===== src/rtl/core/ccbp_pkg.sv =====
// ============================================================================
// CIGAR chain block projector package
// Shared codes, item structures and defaults for the chain block projector.
// ============================================================================
package ccbp_pkg;

    // Default position width and command queue depth.
    localparam int POS_WIDTH_DEF   = 32;
    localparam int QUEUE_DEPTH_DEF = 4;

    // CIGAR operation codes on the input channel.
    localparam logic [2:0] OP_START = 3'd0;
    localparam logic [2:0] OP_EQ    = 3'd1;
    localparam logic [2:0] OP_X     = 3'd2;
    localparam logic [2:0] OP_INS   = 3'd3;
    localparam logic [2:0] OP_DEL   = 3'd4;
    localparam logic [2:0] OP_M     = 3'd5;
    localparam logic [2:0] OP_END   = 3'd6;

    // Classified command codes handed from the front to the back.
    localparam logic [2:0] CMD_START = 3'd0;
    localparam logic [2:0] CMD_MATCH = 3'd1;
    localparam logic [2:0] CMD_INS   = 3'd2;
    localparam logic [2:0] CMD_DEL   = 3'd3;
    localparam logic [2:0] CMD_BAD   = 3'd4;
    localparam logic [2:0] CMD_END   = 3'd5;

    // Result kinds.
    localparam logic [1:0] KIND_BLOCK = 2'd0;
    localparam logic [1:0] KIND_SPAN  = 2'd1;
    localparam logic [1:0] KIND_ERROR = 2'd2;

    // Fault codes.
    localparam logic [1:0] FAULT_NONE        = 2'd0;
    localparam logic [1:0] FAULT_UNSUPPORTED = 2'd1;
    localparam logic [1:0] FAULT_NO_BLOCK    = 2'd2;
    localparam logic [1:0] FAULT_OVERFLOW    = 2'd3;

    typedef struct packed {
        logic [2:0]  op;
        logic [31:0] run_length;
        logic [31:0] ref_start;
        logic [31:0] aln_query_start;
        logic [31:0] aln_query_stop;
        logic [31:0] query_contig_len;
        logic        reverse_strand;
    } t_in_item;

    typedef struct packed {
        logic [1:0]  kind;
        logic [31:0] blk_size;
        logic [31:0] ref_gap;
        logic [31:0] qry_gap;
        logic [31:0] span_ref_first;
        logic [31:0] span_ref_after;
        logic [31:0] span_qry_first;
        logic [31:0] span_qry_after;
        logic [1:0]  fault;
        logic        final_flag;
    } t_out_item;

    // One classified command in the queue.
    typedef struct packed {
        logic [2:0]  code;
        logic        start_fault;
        logic [31:0] len;
        logic [31:0] ref_start;
        logic [31:0] qry_start;
    } t_cmd;

endpackage


===== src/rtl/core/cigar_chain_block_projector_top.sv =====
// ============================================================================
// CIGAR chain block projector
// Converts a stream of CIGAR operations into ungapped chain blocks with their
// gaps, followed by a span summary for each alignment.
// ============================================================================
//
//  Channel   Handshake                  Payload     Direction
//  input     i_in_valid / o_in_ready    i_in_item   one CIGAR item in
//  output    o_out_valid / i_out_ready  o_out_item  one result item out
//
// Flow: an item is taken every cycle while the command queue has room; the
// back end carries out one queued command per cycle unless a held output
// stalls it, and an end item that closes a block stays at the head of the
// queue until it has given both of its result items; results leave through
// the output register. Reset: synchronous and active low; it empties the
// queue and clears the alignment state and the output valid flag.
// Stalls: a full queue drops o_in_ready; a held output stalls only commands
// that give a result, while commands without one keep draining.
//
module cigar_chain_block_projector_top #(
    parameter int POS_WIDTH   = ccbp_pkg::POS_WIDTH_DEF,
    parameter int QUEUE_DEPTH = ccbp_pkg::QUEUE_DEPTH_DEF
) (
    input  logic                i_clk,
    input  logic                i_rst_n,
    input  logic                i_in_valid,
    output logic                o_in_ready,
    input  ccbp_pkg::t_in_item  i_in_item,
    output logic                o_out_valid,
    input  logic                i_out_ready,
    output ccbp_pkg::t_out_item o_out_item
);

    // Classified commands travel from the front end through the queue.
    logic           push;
    logic           full;
    logic           pop;
    logic           cmd_valid;
    ccbp_pkg::t_cmd front_cmd;
    ccbp_pkg::t_cmd head_cmd;

    // The front end orients the query start, checks the start positions and
    // drops zero-length runs, which never change the state.
    ccbp_front #(
        .POS_WIDTH (POS_WIDTH)
    ) u_front (
        .i_in_valid (i_in_valid),
        .o_in_ready (o_in_ready),
        .i_in_item  (i_in_item),
        .i_full     (full),
        .o_push     (push),
        .o_cmd      (front_cmd)
    );

    // The queue lets the input keep flowing while the output is stalled.
    ccbp_queue #(
        .DEPTH (QUEUE_DEPTH)
    ) u_queue (
        .i_clk   (i_clk),
        .i_rst_n (i_rst_n),
        .i_push  (push),
        .i_cmd   (front_cmd),
        .o_full  (full),
        .i_pop   (pop),
        .o_valid (cmd_valid),
        .o_cmd   (head_cmd)
    );

    // The back end owns the running positions, pending gaps and open block,
    // and registers every result item before it leaves the block.
    ccbp_back #(
        .POS_WIDTH (POS_WIDTH)
    ) u_back (
        .i_clk       (i_clk),
        .i_rst_n     (i_rst_n),
        .i_cmd_valid (cmd_valid),
        .i_cmd       (head_cmd),
        .o_pop       (pop),
        .o_out_valid (o_out_valid),
        .i_out_ready (i_out_ready),
        .o_out_item  (o_out_item)
    );

endmodule


===== src/rtl/core/ccbp_front.sv =====
// ============================================================================
// CIGAR chain block projector front end
// Accepts input items, orients the query start, checks start positions and
// turns each item into a command for the queue.
// ============================================================================
module ccbp_front #(
    parameter int POS_WIDTH = ccbp_pkg::POS_WIDTH_DEF
) (
    input  logic              i_in_valid,
    output logic              o_in_ready,
    input  ccbp_pkg::t_in_item i_in_item,
    input  logic              i_full,
    output logic              o_push,
    output ccbp_pkg::t_cmd    o_cmd
);

    localparam int SW = ((POS_WIDTH > 32) ? POS_WIDTH : 32) + 1;

    logic        keep;
    logic        len_zero;
    logic        stop_past_end;
    logic [31:0] oq;
    logic [SW-1:0] rs_ext;
    logic [SW-1:0] oq_ext;

    assign o_in_ready = !i_full;
    assign len_zero   = (i_in_item.run_length == 32'd0);

    // Oriented query start; the reverse strand counts from the contig end.
    assign stop_past_end = i_in_item.aln_query_stop > i_in_item.query_contig_len;
    assign oq = i_in_item.reverse_strand
              ? (i_in_item.query_contig_len - i_in_item.aln_query_stop)
              : i_in_item.aln_query_start;
    assign rs_ext = SW'(i_in_item.ref_start);
    assign oq_ext = SW'(oq);

    always_comb begin
        o_cmd.code        = ccbp_pkg::CMD_BAD;
        o_cmd.len         = i_in_item.run_length;
        o_cmd.ref_start   = i_in_item.ref_start;
        o_cmd.qry_start   = oq;
        o_cmd.start_fault = 1'b0;
        keep              = !len_zero;
        case (i_in_item.op)
            ccbp_pkg::OP_START: begin
                o_cmd.code        = ccbp_pkg::CMD_START;
                keep              = 1'b1;
                o_cmd.start_fault = (i_in_item.reverse_strand && stop_past_end)
                                  || (|(rs_ext >> POS_WIDTH))
                                  || (|(oq_ext >> POS_WIDTH));
            end
            ccbp_pkg::OP_EQ, ccbp_pkg::OP_X: begin
                o_cmd.code = ccbp_pkg::CMD_MATCH;
            end
            ccbp_pkg::OP_INS: begin
                o_cmd.code = ccbp_pkg::CMD_INS;
            end
            ccbp_pkg::OP_DEL: begin
                o_cmd.code = ccbp_pkg::CMD_DEL;
            end
            ccbp_pkg::OP_END: begin
                o_cmd.code = ccbp_pkg::CMD_END;
                keep       = 1'b1;
            end
            default: begin
                o_cmd.code = ccbp_pkg::CMD_BAD;
            end
        endcase
    end

    // Zero-length runs never change anything, so they are dropped here.
    assign o_push = i_in_valid && o_in_ready && keep;

endmodule


===== src/rtl/core/ccbp_queue.sv =====
// ============================================================================
// CIGAR chain block projector command queue
// Small first-in first-out buffer between the front and back ends.
// ============================================================================
module ccbp_queue #(
    parameter int DEPTH = ccbp_pkg::QUEUE_DEPTH_DEF
) (
    input  logic           i_clk,
    input  logic           i_rst_n,
    input  logic           i_push,
    input  ccbp_pkg::t_cmd i_cmd,
    output logic           o_full,
    input  logic           i_pop,
    output logic           o_valid,
    output ccbp_pkg::t_cmd o_cmd
);

    localparam int AW = (DEPTH > 1) ? $clog2(DEPTH) : 1;
    localparam int CW = $clog2(DEPTH + 1);

    ccbp_pkg::t_cmd r_mem [DEPTH];
    logic [AW-1:0]  r_wr_ptr;
    logic [AW-1:0]  r_rd_ptr;
    logic [CW-1:0]  r_count;
    logic [AW-1:0]  n_wr_ptr;
    logic [AW-1:0]  n_rd_ptr;
    logic           do_push;
    logic           do_pop;

    assign o_full  = (r_count == CW'(DEPTH));
    assign o_valid = (r_count != '0);
    assign o_cmd   = r_mem[r_rd_ptr];
    assign do_push = i_push && !o_full;
    assign do_pop  = i_pop && o_valid;

    assign n_wr_ptr = (r_wr_ptr == AW'(DEPTH - 1)) ? '0 : r_wr_ptr + AW'(1);
    assign n_rd_ptr = (r_rd_ptr == AW'(DEPTH - 1)) ? '0 : r_rd_ptr + AW'(1);

    always_ff @(posedge i_clk) begin
        if (do_push) begin
            r_mem[r_wr_ptr] <= i_cmd;
        end
    end

    always_ff @(posedge i_clk) begin
        if (!i_rst_n) begin
            r_wr_ptr <= '0;
            r_rd_ptr <= '0;
            r_count  <= '0;
        end else begin
            if (do_push) begin
                r_wr_ptr <= n_wr_ptr;
            end
            if (do_pop) begin
                r_rd_ptr <= n_rd_ptr;
            end
            if (do_push && !do_pop) begin
                r_count <= r_count + CW'(1);
            end else if (do_pop && !do_push) begin
                r_count <= r_count - CW'(1);
            end
        end
    end

endmodule


===== src/rtl/core/ccbp_back.sv =====
// ============================================================================
// CIGAR chain block projector back end
// Keeps the alignment state, carries out one command per cycle unless a held
// output stalls it, and drives the registered result channel.
// ============================================================================
module ccbp_back #(
    parameter int POS_WIDTH = ccbp_pkg::POS_WIDTH_DEF
) (
    input  logic                i_clk,
    input  logic                i_rst_n,
    input  logic                i_cmd_valid,
    input  ccbp_pkg::t_cmd      i_cmd,
    output logic                o_pop,
    output logic                o_out_valid,
    input  logic                i_out_ready,
    output ccbp_pkg::t_out_item o_out_item
);

    localparam int SW = ((POS_WIDTH > 32) ? POS_WIDTH : 32) + 1;

    logic                 r_active, n_active;
    logic                 r_failed, n_failed;
    logic                 r_have_blk, n_have_blk;
    logic                 r_end_half, n_end_half;
    logic [POS_WIDTH-1:0] r_ref_pos, n_ref_pos;
    logic [POS_WIDTH-1:0] r_qry_pos, n_qry_pos;
    logic [POS_WIDTH-1:0] r_pend_ref_gap, n_pend_ref_gap;
    logic [POS_WIDTH-1:0] r_pend_qry_gap, n_pend_qry_gap;
    logic [POS_WIDTH-1:0] r_cur_blk_size, n_cur_blk_size;
    logic [POS_WIDTH-1:0] r_first_ref, n_first_ref;
    logic [POS_WIDTH-1:0] r_first_qry, n_first_qry;
    logic                 r_out_valid;
    ccbp_pkg::t_out_item  r_out, n_out;

    logic                 emit;
    logic                 pop;
    logic                 go;
    logic                 can_load;
    logic [SW-1:0]        sum_ref;
    logic [SW-1:0]        sum_qry;
    logic                 ovf_ref;
    logic                 ovf_qry;
    logic [POS_WIDTH-1:0] len_pos;
    logic [POS_WIDTH-1:0] ref_after;
    logic [POS_WIDTH-1:0] qry_after;

    assign sum_ref   = SW'(r_ref_pos) + SW'(i_cmd.len);
    assign sum_qry   = SW'(r_qry_pos) + SW'(i_cmd.len);
    assign ovf_ref   = |(sum_ref >> POS_WIDTH);
    assign ovf_qry   = |(sum_qry >> POS_WIDTH);
    assign len_pos   = POS_WIDTH'(i_cmd.len);
    assign ref_after = r_ref_pos - r_pend_ref_gap;
    assign qry_after = r_qry_pos - r_pend_qry_gap;

    always_comb begin
        n_active       = r_active;
        n_failed       = r_failed;
        n_have_blk     = r_have_blk;
        n_end_half     = 1'b0;
        n_ref_pos      = r_ref_pos;
        n_qry_pos      = r_qry_pos;
        n_pend_ref_gap = r_pend_ref_gap;
        n_pend_qry_gap = r_pend_qry_gap;
        n_cur_blk_size = r_cur_blk_size;
        n_first_ref    = r_first_ref;
        n_first_qry    = r_first_qry;
        n_out          = '0;
        n_out.kind     = ccbp_pkg::KIND_ERROR;
        n_out.final_flag = 1'b1;
        emit           = 1'b0;
        pop            = 1'b1;

        if (i_cmd.code == ccbp_pkg::CMD_START) begin
            n_active       = 1'b1;
            n_failed       = 1'b0;
            n_have_blk     = 1'b0;
            n_pend_ref_gap = '0;
            n_pend_qry_gap = '0;
            n_cur_blk_size = '0;
            n_first_ref    = '0;
            n_first_qry    = '0;
            if (i_cmd.start_fault) begin
                n_failed    = 1'b1;
                n_ref_pos   = '0;
                n_qry_pos   = '0;
                emit        = 1'b1;
                n_out.fault = ccbp_pkg::FAULT_OVERFLOW;
            end else begin
                n_ref_pos = POS_WIDTH'(i_cmd.ref_start);
                n_qry_pos = POS_WIDTH'(i_cmd.qry_start);
            end
        end else if (r_active && r_failed) begin
            if (i_cmd.code == ccbp_pkg::CMD_END) begin
                n_active = 1'b0;
            end
        end else if (r_active) begin
            case (i_cmd.code)
                ccbp_pkg::CMD_MATCH: begin
                    if (ovf_ref || ovf_qry) begin
                        n_failed    = 1'b1;
                        emit        = 1'b1;
                        n_out.fault = ccbp_pkg::FAULT_OVERFLOW;
                    end else begin
                        if (!r_have_blk) begin
                            n_first_ref    = r_ref_pos;
                            n_first_qry    = r_qry_pos;
                            n_cur_blk_size = len_pos;
                            n_have_blk     = 1'b1;
                        end else if (r_pend_ref_gap == '0 && r_pend_qry_gap == '0) begin
                            n_cur_blk_size = r_cur_blk_size + len_pos;
                        end else begin
                            emit           = 1'b1;
                            n_out.kind     = ccbp_pkg::KIND_BLOCK;
                            n_out.blk_size = 32'(r_cur_blk_size);
                            n_out.ref_gap  = 32'(r_pend_ref_gap);
                            n_out.qry_gap  = 32'(r_pend_qry_gap);
                            n_cur_blk_size = len_pos;
                            n_pend_ref_gap = '0;
                            n_pend_qry_gap = '0;
                        end
                        n_ref_pos = sum_ref[POS_WIDTH-1:0];
                        n_qry_pos = sum_qry[POS_WIDTH-1:0];
                    end
                end
                ccbp_pkg::CMD_INS: begin
                    if (ovf_qry) begin
                        n_failed    = 1'b1;
                        emit        = 1'b1;
                        n_out.fault = ccbp_pkg::FAULT_OVERFLOW;
                    end else begin
                        n_qry_pos = sum_qry[POS_WIDTH-1:0];
                        if (r_have_blk) begin
                            n_pend_qry_gap = r_pend_qry_gap + len_pos;
                        end
                    end
                end
                ccbp_pkg::CMD_DEL: begin
                    if (ovf_ref) begin
                        n_failed    = 1'b1;
                        emit        = 1'b1;
                        n_out.fault = ccbp_pkg::FAULT_OVERFLOW;
                    end else begin
                        n_ref_pos = sum_ref[POS_WIDTH-1:0];
                        if (r_have_blk) begin
                            n_pend_ref_gap = r_pend_ref_gap + len_pos;
                        end
                    end
                end
                ccbp_pkg::CMD_END: begin
                    emit = 1'b1;
                    if (!r_have_blk) begin
                        n_active    = 1'b0;
                        n_failed    = 1'b1;
                        n_out.fault = ccbp_pkg::FAULT_NO_BLOCK;
                    end else if (!r_end_half) begin
                        // First of two results: the final block, without gaps.
                        n_end_half       = 1'b1;
                        pop              = 1'b0;
                        n_out.kind       = ccbp_pkg::KIND_BLOCK;
                        n_out.blk_size   = 32'(r_cur_blk_size);
                        n_out.final_flag = 1'b0;
                    end else begin
                        n_out.kind           = ccbp_pkg::KIND_SPAN;
                        n_out.span_ref_first = 32'(r_first_ref);
                        n_out.span_ref_after = 32'(ref_after);
                        n_out.span_qry_first = 32'(r_first_qry);
                        n_out.span_qry_after = 32'(qry_after);
                        n_have_blk           = 1'b0;
                        n_active             = 1'b0;
                    end
                end
                default: begin
                    n_failed    = 1'b1;
                    emit        = 1'b1;
                    n_out.fault = ccbp_pkg::FAULT_UNSUPPORTED;
                end
            endcase
        end
    end

    // Commands without a result go ahead even while the output is stalled.
    assign can_load    = !r_out_valid || i_out_ready;
    assign go          = i_cmd_valid && (can_load || !emit);
    assign o_pop       = go && pop;
    assign o_out_valid = r_out_valid;
    assign o_out_item  = r_out;

    always_ff @(posedge i_clk) begin
        if (!i_rst_n) begin
            r_active       <= 1'b0;
            r_failed       <= 1'b0;
            r_have_blk     <= 1'b0;
            r_end_half     <= 1'b0;
            r_ref_pos      <= '0;
            r_qry_pos      <= '0;
            r_pend_ref_gap <= '0;
            r_pend_qry_gap <= '0;
            r_cur_blk_size <= '0;
            r_first_ref    <= '0;
            r_first_qry    <= '0;
            r_out_valid    <= 1'b0;
        end else begin
            if (go) begin
                r_active       <= n_active;
                r_failed       <= n_failed;
                r_have_blk     <= n_have_blk;
                r_end_half     <= n_end_half;
                r_ref_pos      <= n_ref_pos;
                r_qry_pos      <= n_qry_pos;
                r_pend_ref_gap <= n_pend_ref_gap;
                r_pend_qry_gap <= n_pend_qry_gap;
                r_cur_blk_size <= n_cur_blk_size;
                r_first_ref    <= n_first_ref;
                r_first_qry    <= n_first_qry;
            end
            if (go && emit) begin
                r_out_valid <= 1'b1;
            end else if (i_out_ready) begin
                r_out_valid <= 1'b0;
            end
        end
    end

    always_ff @(posedge i_clk) begin
        if (go && emit) begin
            r_out <= n_out;
        end
    end

    // An open block outside a failed alignment always belongs to an active one.
    a_blk_needs_active: assert property (@(posedge i_clk) disable iff (!i_rst_n)
        (r_have_blk && !r_failed) |-> r_active)
        else $error("open block without an active alignment");

    // The second half of an end is pending only with the end still queued.
    a_end_half_ctx: assert property (@(posedge i_clk) disable iff (!i_rst_n)
        r_end_half |-> (r_active && r_have_blk && !r_failed && i_cmd_valid))
        else $error("end second half pending out of context");

    // Pending gaps only exist after a block has been opened.
    a_gap_needs_blk: assert property (@(posedge i_clk) disable iff (!i_rst_n)
        ((r_pend_ref_gap != '0 || r_pend_qry_gap != '0) && r_active) |-> r_have_blk)
        else $error("pending gap without a block");

    // A non-final result is the final block of an end, which a span follows.
    a_nonfinal_is_block: assert property (@(posedge i_clk) disable iff (!i_rst_n)
        (r_out_valid && !r_out.final_flag) |-> (r_out.kind == ccbp_pkg::KIND_BLOCK
            && r_end_half))
        else $error("non-final result is not an end block");

endmodule


===== config.mk =====
export PLATFORM = sky130hd
export DESIGN_NAME = cigar_chain_block_projector_top
export DESIGN_NICKNAME = d
export VERILOG_FILES = /design/src/rtl/core/ccbp_pkg.sv /design/src/rtl/core/cigar_chain_block_projector_top.sv /design/src/rtl/core/ccbp_front.sv /design/src/rtl/core/ccbp_queue.sv /design/src/rtl/core/ccbp_back.sv
export SDC_FILE = /design/constraint.sdc
export NUM_CORES = 2
export LEC_CHECK = 0
export ABC_AREA = 1
export BUFFER_PORTS_ARGS = -buffer_cell sky130_fd_sc_hd__buf_2
export CORE_MARGIN = 8
export CORE_UTILIZATION = 30
export CTS_CLUSTER_DIAMETER = 80
export DETAILED_ROUTE_END_ITERATION = 10
export GPL_TIMING_DRIVEN = 0
export MAX_ROUTING_LAYER = met4
export PLACE_DENSITY = 0.48
export SLEW_MARGIN = 20
export SYNTH_ARGS = -nofsm -noshare
export SYNTH_HDL_FRONTEND = slang
export SYNTH_SLANG_ARGS = --single-unit

===== constraint.sdc =====
create_clock -name i_clk -period 13.25 [get_ports i_clk]
set_clock_uncertainty 0.15 [all_clocks]
set_input_delay 0.6625 -clock i_clk [delete_from_list [all_inputs] [get_ports i_clk]]
set_output_delay 0.6625 -clock i_clk [all_outputs]
set_load 0.01 [all_outputs]

# After elaboration in Yosys (flattened, before gate mapping)
# Memories as Yosys holds them, arrays and structs flattened. A register that Yosys moved wholly into a read port is not among the register bits.
# Index checks and enable logic that the tools add are counted.
# W data, S select, Z words.
dict set report word_totals {
  elab_cells 237
  out_inout_bits 231
  inputBits 168
  reg_bits 465
  memories 1
  ram_bits 400
}
# name depth width rd rd_ports_with_merged_regs write_ports line
set mem_list {}
lappend mem_list {u_queue.r_mem 4 100 1 1 1 ccbp_queue.sv:21} ;# ccbp_pkg::t_cmd r_mem [DEPTH];
dict set report classes {
  magnitude_cmp 1
  bitwise 5
  n_eq_ne 27
  add_sub_neg 12
  n_reduce_logical 48
  muxes 118
}
# op n
set ops {}
lappend ops {{$mux W32} 46}
lappend ops {{$mux W98} 3}
lappend ops {{$pmux W32 S2} 4}
lappend ops {{$add A32 B32 Y32} 3}
lappend ops {{$logic_not A32 Y1} 3}
lappend ops {{$sub A32 B32 Y32} 3}
lappend ops {{$pmux W34 S2} 1}
lappend ops {{$add A32 B32 Y33} 2}
lappend ops {{$mux W1} 44}
lappend ops {{$mux W34} 1}
lappend ops {{$gt A32 B32 Y1} 1}
lappend ops {{$mux W2} 10}
lappend ops {{$ne A3 B1 Y1 const B} 6}
lappend ops {{$reduce_and A6 Y1} 3}
lappend ops {{$reduce_and A9 Y1} 2}
lappend ops {{$pmux W3 S5} 1}
lappend ops {{$eq A3 B2 Y1 const B} 4}
lappend ops {{$eq A3 B3 Y1 const B} 4}
lappend ops {{$logic_and A1 B1 Y1} 12}
lappend ops {{$mux W3} 4}
lappend ops {{$reduce_bool A3 Y1} 4}
lappend ops {{$reduce_and A5 Y1} 2}
lappend ops {{$ne A3 B2 Y1 const B} 3}
lappend ops {{$ne A3 B3 Y1 const B} 3}
lappend ops {{22 further kinds} 42}

# Longest topological paths before layout
dict set report logic_depth {
  word_depth 17
  mapped_depth 34
}

# Hierarchy
# Synthesis repeated with hierarchy kept, for this count alone.
dict set report unflattened {
  cells_unflattened 6206
  area_unflattened_um2 50569.8
}
# module seq_area_each_um2 cells_per_inst n_inst area_each_um2
set modules_own_cells {}
lappend modules_own_cells {ccbp_back 11461.0 4465 1 31652.9}
lappend modules_own_cells {ccbp_queue 12191.7 1038 1 15447.3}
lappend modules_own_cells {ccbp_front 0.0 703 1 3469.6}

# Least setup slack after synthesis
# No wires, ideal clock.
dict set report synth_timing {
  path_kind {reg-to-reg}
  from {register with a tool-made name}
  to {register u_back.r_out (netlist bit u_back.o_out_item[0]), enable pin}
  setup_slack_ns 6.602
  path_stages_with_launch 23
  n_path_buf 5
  arrival_ns 6.018
  cell_sequence {dfxtp_1 > buf_4 > clkbuf_1 > clkbuf_1 > clkbuf_1 > nor2_1 > o22ai_1 > ha_1 > or2_1 > nand3_1 > nand2_1 > nand2_1 > nand2_2 > a21oi_2 > nand2_1 > nand2_2 > nand3_1 > nand2_1 > nand2_2 > a21boi_4 > buf_2 > nand2_1 > inv_2}
}
# item line
set synth_rtl {}
lappend synth_rtl {{to (signal assigned)} ccbp_back.sv:226} ;# r_out <= n_out;
lappend synth_rtl {{to (decl)} ccbp_back.sv:33} ;# ccbp_pkg::t_out_item r_out, n_out;

==> summary.txt <==
Routing
  – Via count: 43200
  – DRC violations left: 0
  – Vias per Instance: 4.92
  – Post-route ant nets: 0
  – Routed WL per cell: 22.2 um
  – Final wirelength: 194 mm
  – Drt first-iter violations: 3482
  – DR pass1 iterations: 6

Synth
  – Synth Flop Type: edfxtp_1
  – Syn_nets: 6333
  – Synth async-reset ratio: 0
  – Avg Cell Area, Syn: 8.24 sq um
  – EDFF count, synth: 629
  – Post-Syn Area: 0.0486 sq mm
  – Post-Syn Instances: 5899
  – FF+latch count, synth: 867
  – Synth cell types: 57
  – Yosys top cell area share: 0.389
  – Top cell type by total area after synthesis: edfxtp_1
  – Syn. warnings: 0
  – Largest cells by area after synthesis: edfxtp_1, dfxtp_1, nand2_1
  – Post-synthesis sequential area ratio: 0.487

Clocking
  – # hold bufs at CTS: 50
  – CTS tree: done
  – Clock Tree Root: clkbuf_16
  – Worst-path clk slew: 0.06 ns
  – CTS Buf Count: 100
  – CTS resizes: 0
  – Number of H-tree levels: 3
  – Post-CTS Setup Inserts: 0
  – Clk_lat worst skew: 0.74 ns
  – CTS Sinks: 867
  – Clock Path Buffers: 3

Pwr
  – VDD IR-drop max: 0.137 mV
  – Pwr per Cell Area: 296 mW/mm^2
  – Pleak: 25.3 nW

Critical path
  – Critical path peak fanout: 110
  – Critical path arrival: 8.26 ns
  – Crit-path slowest cell: clkbuf_1
  – Most frequent CP cell: nand2_1
  – Worst EP required: 13.41 ns
  – CP Launch Type: flip-flop
  – CP Class: flip-flop to flip-flop
  – Largest stage delay, worst path: 0.65 ns
  – CP top delay family: buffers and inverters
  – Crit end category: flip-flop
  – Buf+Inv Stages, Crit Path: 10

Cells and area
  – Layout area overhead: 21.0%
  – Final Non-Filler Cells: 8770
  – Post-route design area: 0.0588 sq mm
  – Nets: 6939
  – Final core utilization: 0.366
  – Fill count: 16900
  – Proportion of layout cells with a drive suffix above 1: 0.124

Floorplanning
  – Die Wd: 418 um
  – Die footprint: 0.175 sq mm
  – I/O pin count: 399
  – Die height: 418 um
  – Initial core utilization: 0.302
  – CORE AREA: 0.161 sq mm
  – Rows: 147

Timing
  – Post-route minimum period: 8.10 ns
  – RSZ-0062 raised after global routing: no
  – Tightest Pin Transition: 1.24 ns
  – Final Hold Violating Endpoints: 0
  – Hold_ws: 0.0566 ns
  – Setup TNS: 0 ns
  – Crit share post-route: 0.612
  – Fmax achieved: 123 MHz
  – Max-slew headroom: 0.176
  – # setup viols final: 0
  – Fin. max-slew vios: 0

Placed design
  – GPL Wtd Cong: 0.971
  – Placed Area: 0.0547 sq mm
  – Post-Place Cells: 8513
  – Input/output buffers: 398
  – DP HPWL: 156 mm

Status
  – Status: finished, final reports clean

Global route
  – Vias in the first global route: 41600
  – Total Routing Usage GR: 0.220
  – Global route total overflow: 0
  – Global-route wire length before repair: 280 mm
  – Largest net degree at the start of global routing: 111
  – Antenna violations before repair: 22

Worst hold path
  – Worst Hold Class: input port to flip-flop

Run
  – Total of max-cap violations: 0
-- logic make-up (layout without fill, tap and decap cells) --
kind of cell,count (synthesis),after routing,share of synthesized area
compound gates,1311,1311,0.152
xor+xnor,68,68,0.0123
flops,867,867,0.487
fa+ha+maj,266,266,0.0699
buf+inv,879,1571,0.0700
simple gates,2508,2508,0.209
other cells,0,19,0
-- synth_stat cells, types with 5 or more instances --
library cell	n
nand2_1	1189
nor2_1	914
inv_1	659
edfxtp_1	629
a21oi_1	533
o21ai_0	432
ha_1	257
dfxtp_1	238
nand3_1	163
clkbuf_1	146
o22ai_1	96
or2_2	72
nor3_1	70
nand4_1	52
buf_2	42
xor2_1	40
o21a_1	39
o21bai_1	39
a31oi_1	33
a21o_1	31
xnor2_1	28
a32o_1	18
nor4_1	16
a21boi_0	13
a221oi_1	11
o211ai_1	11
inv_2	10
buf_4	9
fa_1	9
o21ai_1	9
o221ai_1	9
a31o_2	8
buf_1	7
nand2_2	7
nand3b_1	7
and3_1	5
o31ai_1	5
-- report_power, final --
part           leakage (nW)  internal, mW  switching [mW]
sequential             7.75          3.61           0.508
clock                  1.70          1.75            1.21
combinational          15.9          3.26            7.07
-- per-stage QoR --
step	setup WS (ns)	power, mW
after global placement	1.41	14.0
after CTS	5.19	17.4
after floorplan	6.60	10.5
after global routing	4.85	18.7
final	5.15	17.4
after detailed placement	5.28	14.3
-- final timing paths --
kind	start	to	slack, ns	cells after the start
setup / recovery	flip-flop	u_back.o_out_item[225]	5.15	26
hold / removal	i_in_item[156]	u_queue.r_mem[1][91]	0.06	1
setup reg to reg	flip-flop	u_back.o_out_item[225]	5.15	26
hold reg to reg	u_back.r_pend_ref_gap[2]	u_back.r_pend_ref_gap[2]	0.35	2
-- cell usage in the layout (no fill, tap or decap), types with 13 or more instances in the layout --
cell | netlist | routed
a21boi_0 | 13 | 13
a21o_1 | 31 | 31
a21oi_1 | 533 | 533
a31oi_1 | 33 | 32
a32o_1 | 18 | 18
buf_16 | 0 | 23
buf_2 | 42 | 440
buf_6 | 2 | 20
bufinv_16 | 0 | 16
clkbuf_1 | 146 | 157
clkbuf_16 | 0 | 101
clkinv_1 | 4 | 19
clkinv_2 | 0 | 13
dfxtp_1 | 238 | 238
diode_2 | 0 | 19
dlygate4sd3_1 | 0 | 50
edfxtp_1 | 629 | 629
ha_1 | 257 | 257
inv_1 | 659 | 659
nand2_1 | 1189 | 1189
nand3_1 | 163 | 163
nand4_1 | 52 | 52
nor2_1 | 914 | 910
nor3_1 | 70 | 69
nor4_1 | 16 | 16
o21a_1 | 39 | 39
o21ai_0 | 432 | 432
o21bai_1 | 39 | 39
o22ai_1 | 96 | 65
o22ai_2 | 0 | 23
or2_2 | 72 | 72
xnor2_1 | 28 | 28
xor2_1 | 40 | 40
-- registers in the layout, summed over array words and instances, names as in the netlist, named ones only --
| name | cells |
|---|---|
| u_back.o_out_item | 229 |
| u_back.o_out_valid | 1 |
| u_back.r_active | 1 |
| u_back.r_cur_blk_size | 32 |
| u_back.r_end_half | 1 |
| u_back.r_failed | 1 |
| u_back.r_first_qry | 32 |
| u_back.r_first_ref | 32 |
| u_back.r_have_blk | 1 |
| u_back.r_pend_qry_gap | 32 |
| u_back.r_pend_ref_gap | 32 |
| u_back.r_qry_pos | 32 |
| u_back.r_ref_pos | 32 |
| u_queue.r_count | 3 |
| u_queue.r_mem | 400 |
| u_queue.r_rd_ptr | 2 |
| u_queue.r_wr_ptr | 2 |
-- layout make-up --
| class | instances | area, sq um | area share |
|---|---|---|---|
| Sequential cell | 867 | 23700 | 0.402 |
| Multi-Input combinational cell | 4153 | 21800 | 0.371 |
| Timing Repair Buffer | 504 | 3600 | 0.0612 |
| Tap cell | 2160 | 2700 | 0.0460 |
| Clock buffer | 119 | 2630 | 0.0447 |
| Inverter | 673 | 2530 | 0.0431 |
| Clock inverter | 69 | 907 | 0.0154 |
| Buffer | 206 | 880 | 0.0150 |
| Antenna cell | 19 | 47.5 | 0.000809 |
-- layer usage --
layer / vias to the layer above / track usage / wire length [um]
li1: 21200 / - / -
met1: 20400 / 0.295 / 90000
met2: 1332 / 0.351 / 88100
met3: 255 / 0.0258 / 10500
met4: 0 / 0.0630 / 5840
met5: - / - / 0
Note: power is estimated with default switching activity, not from simulation.
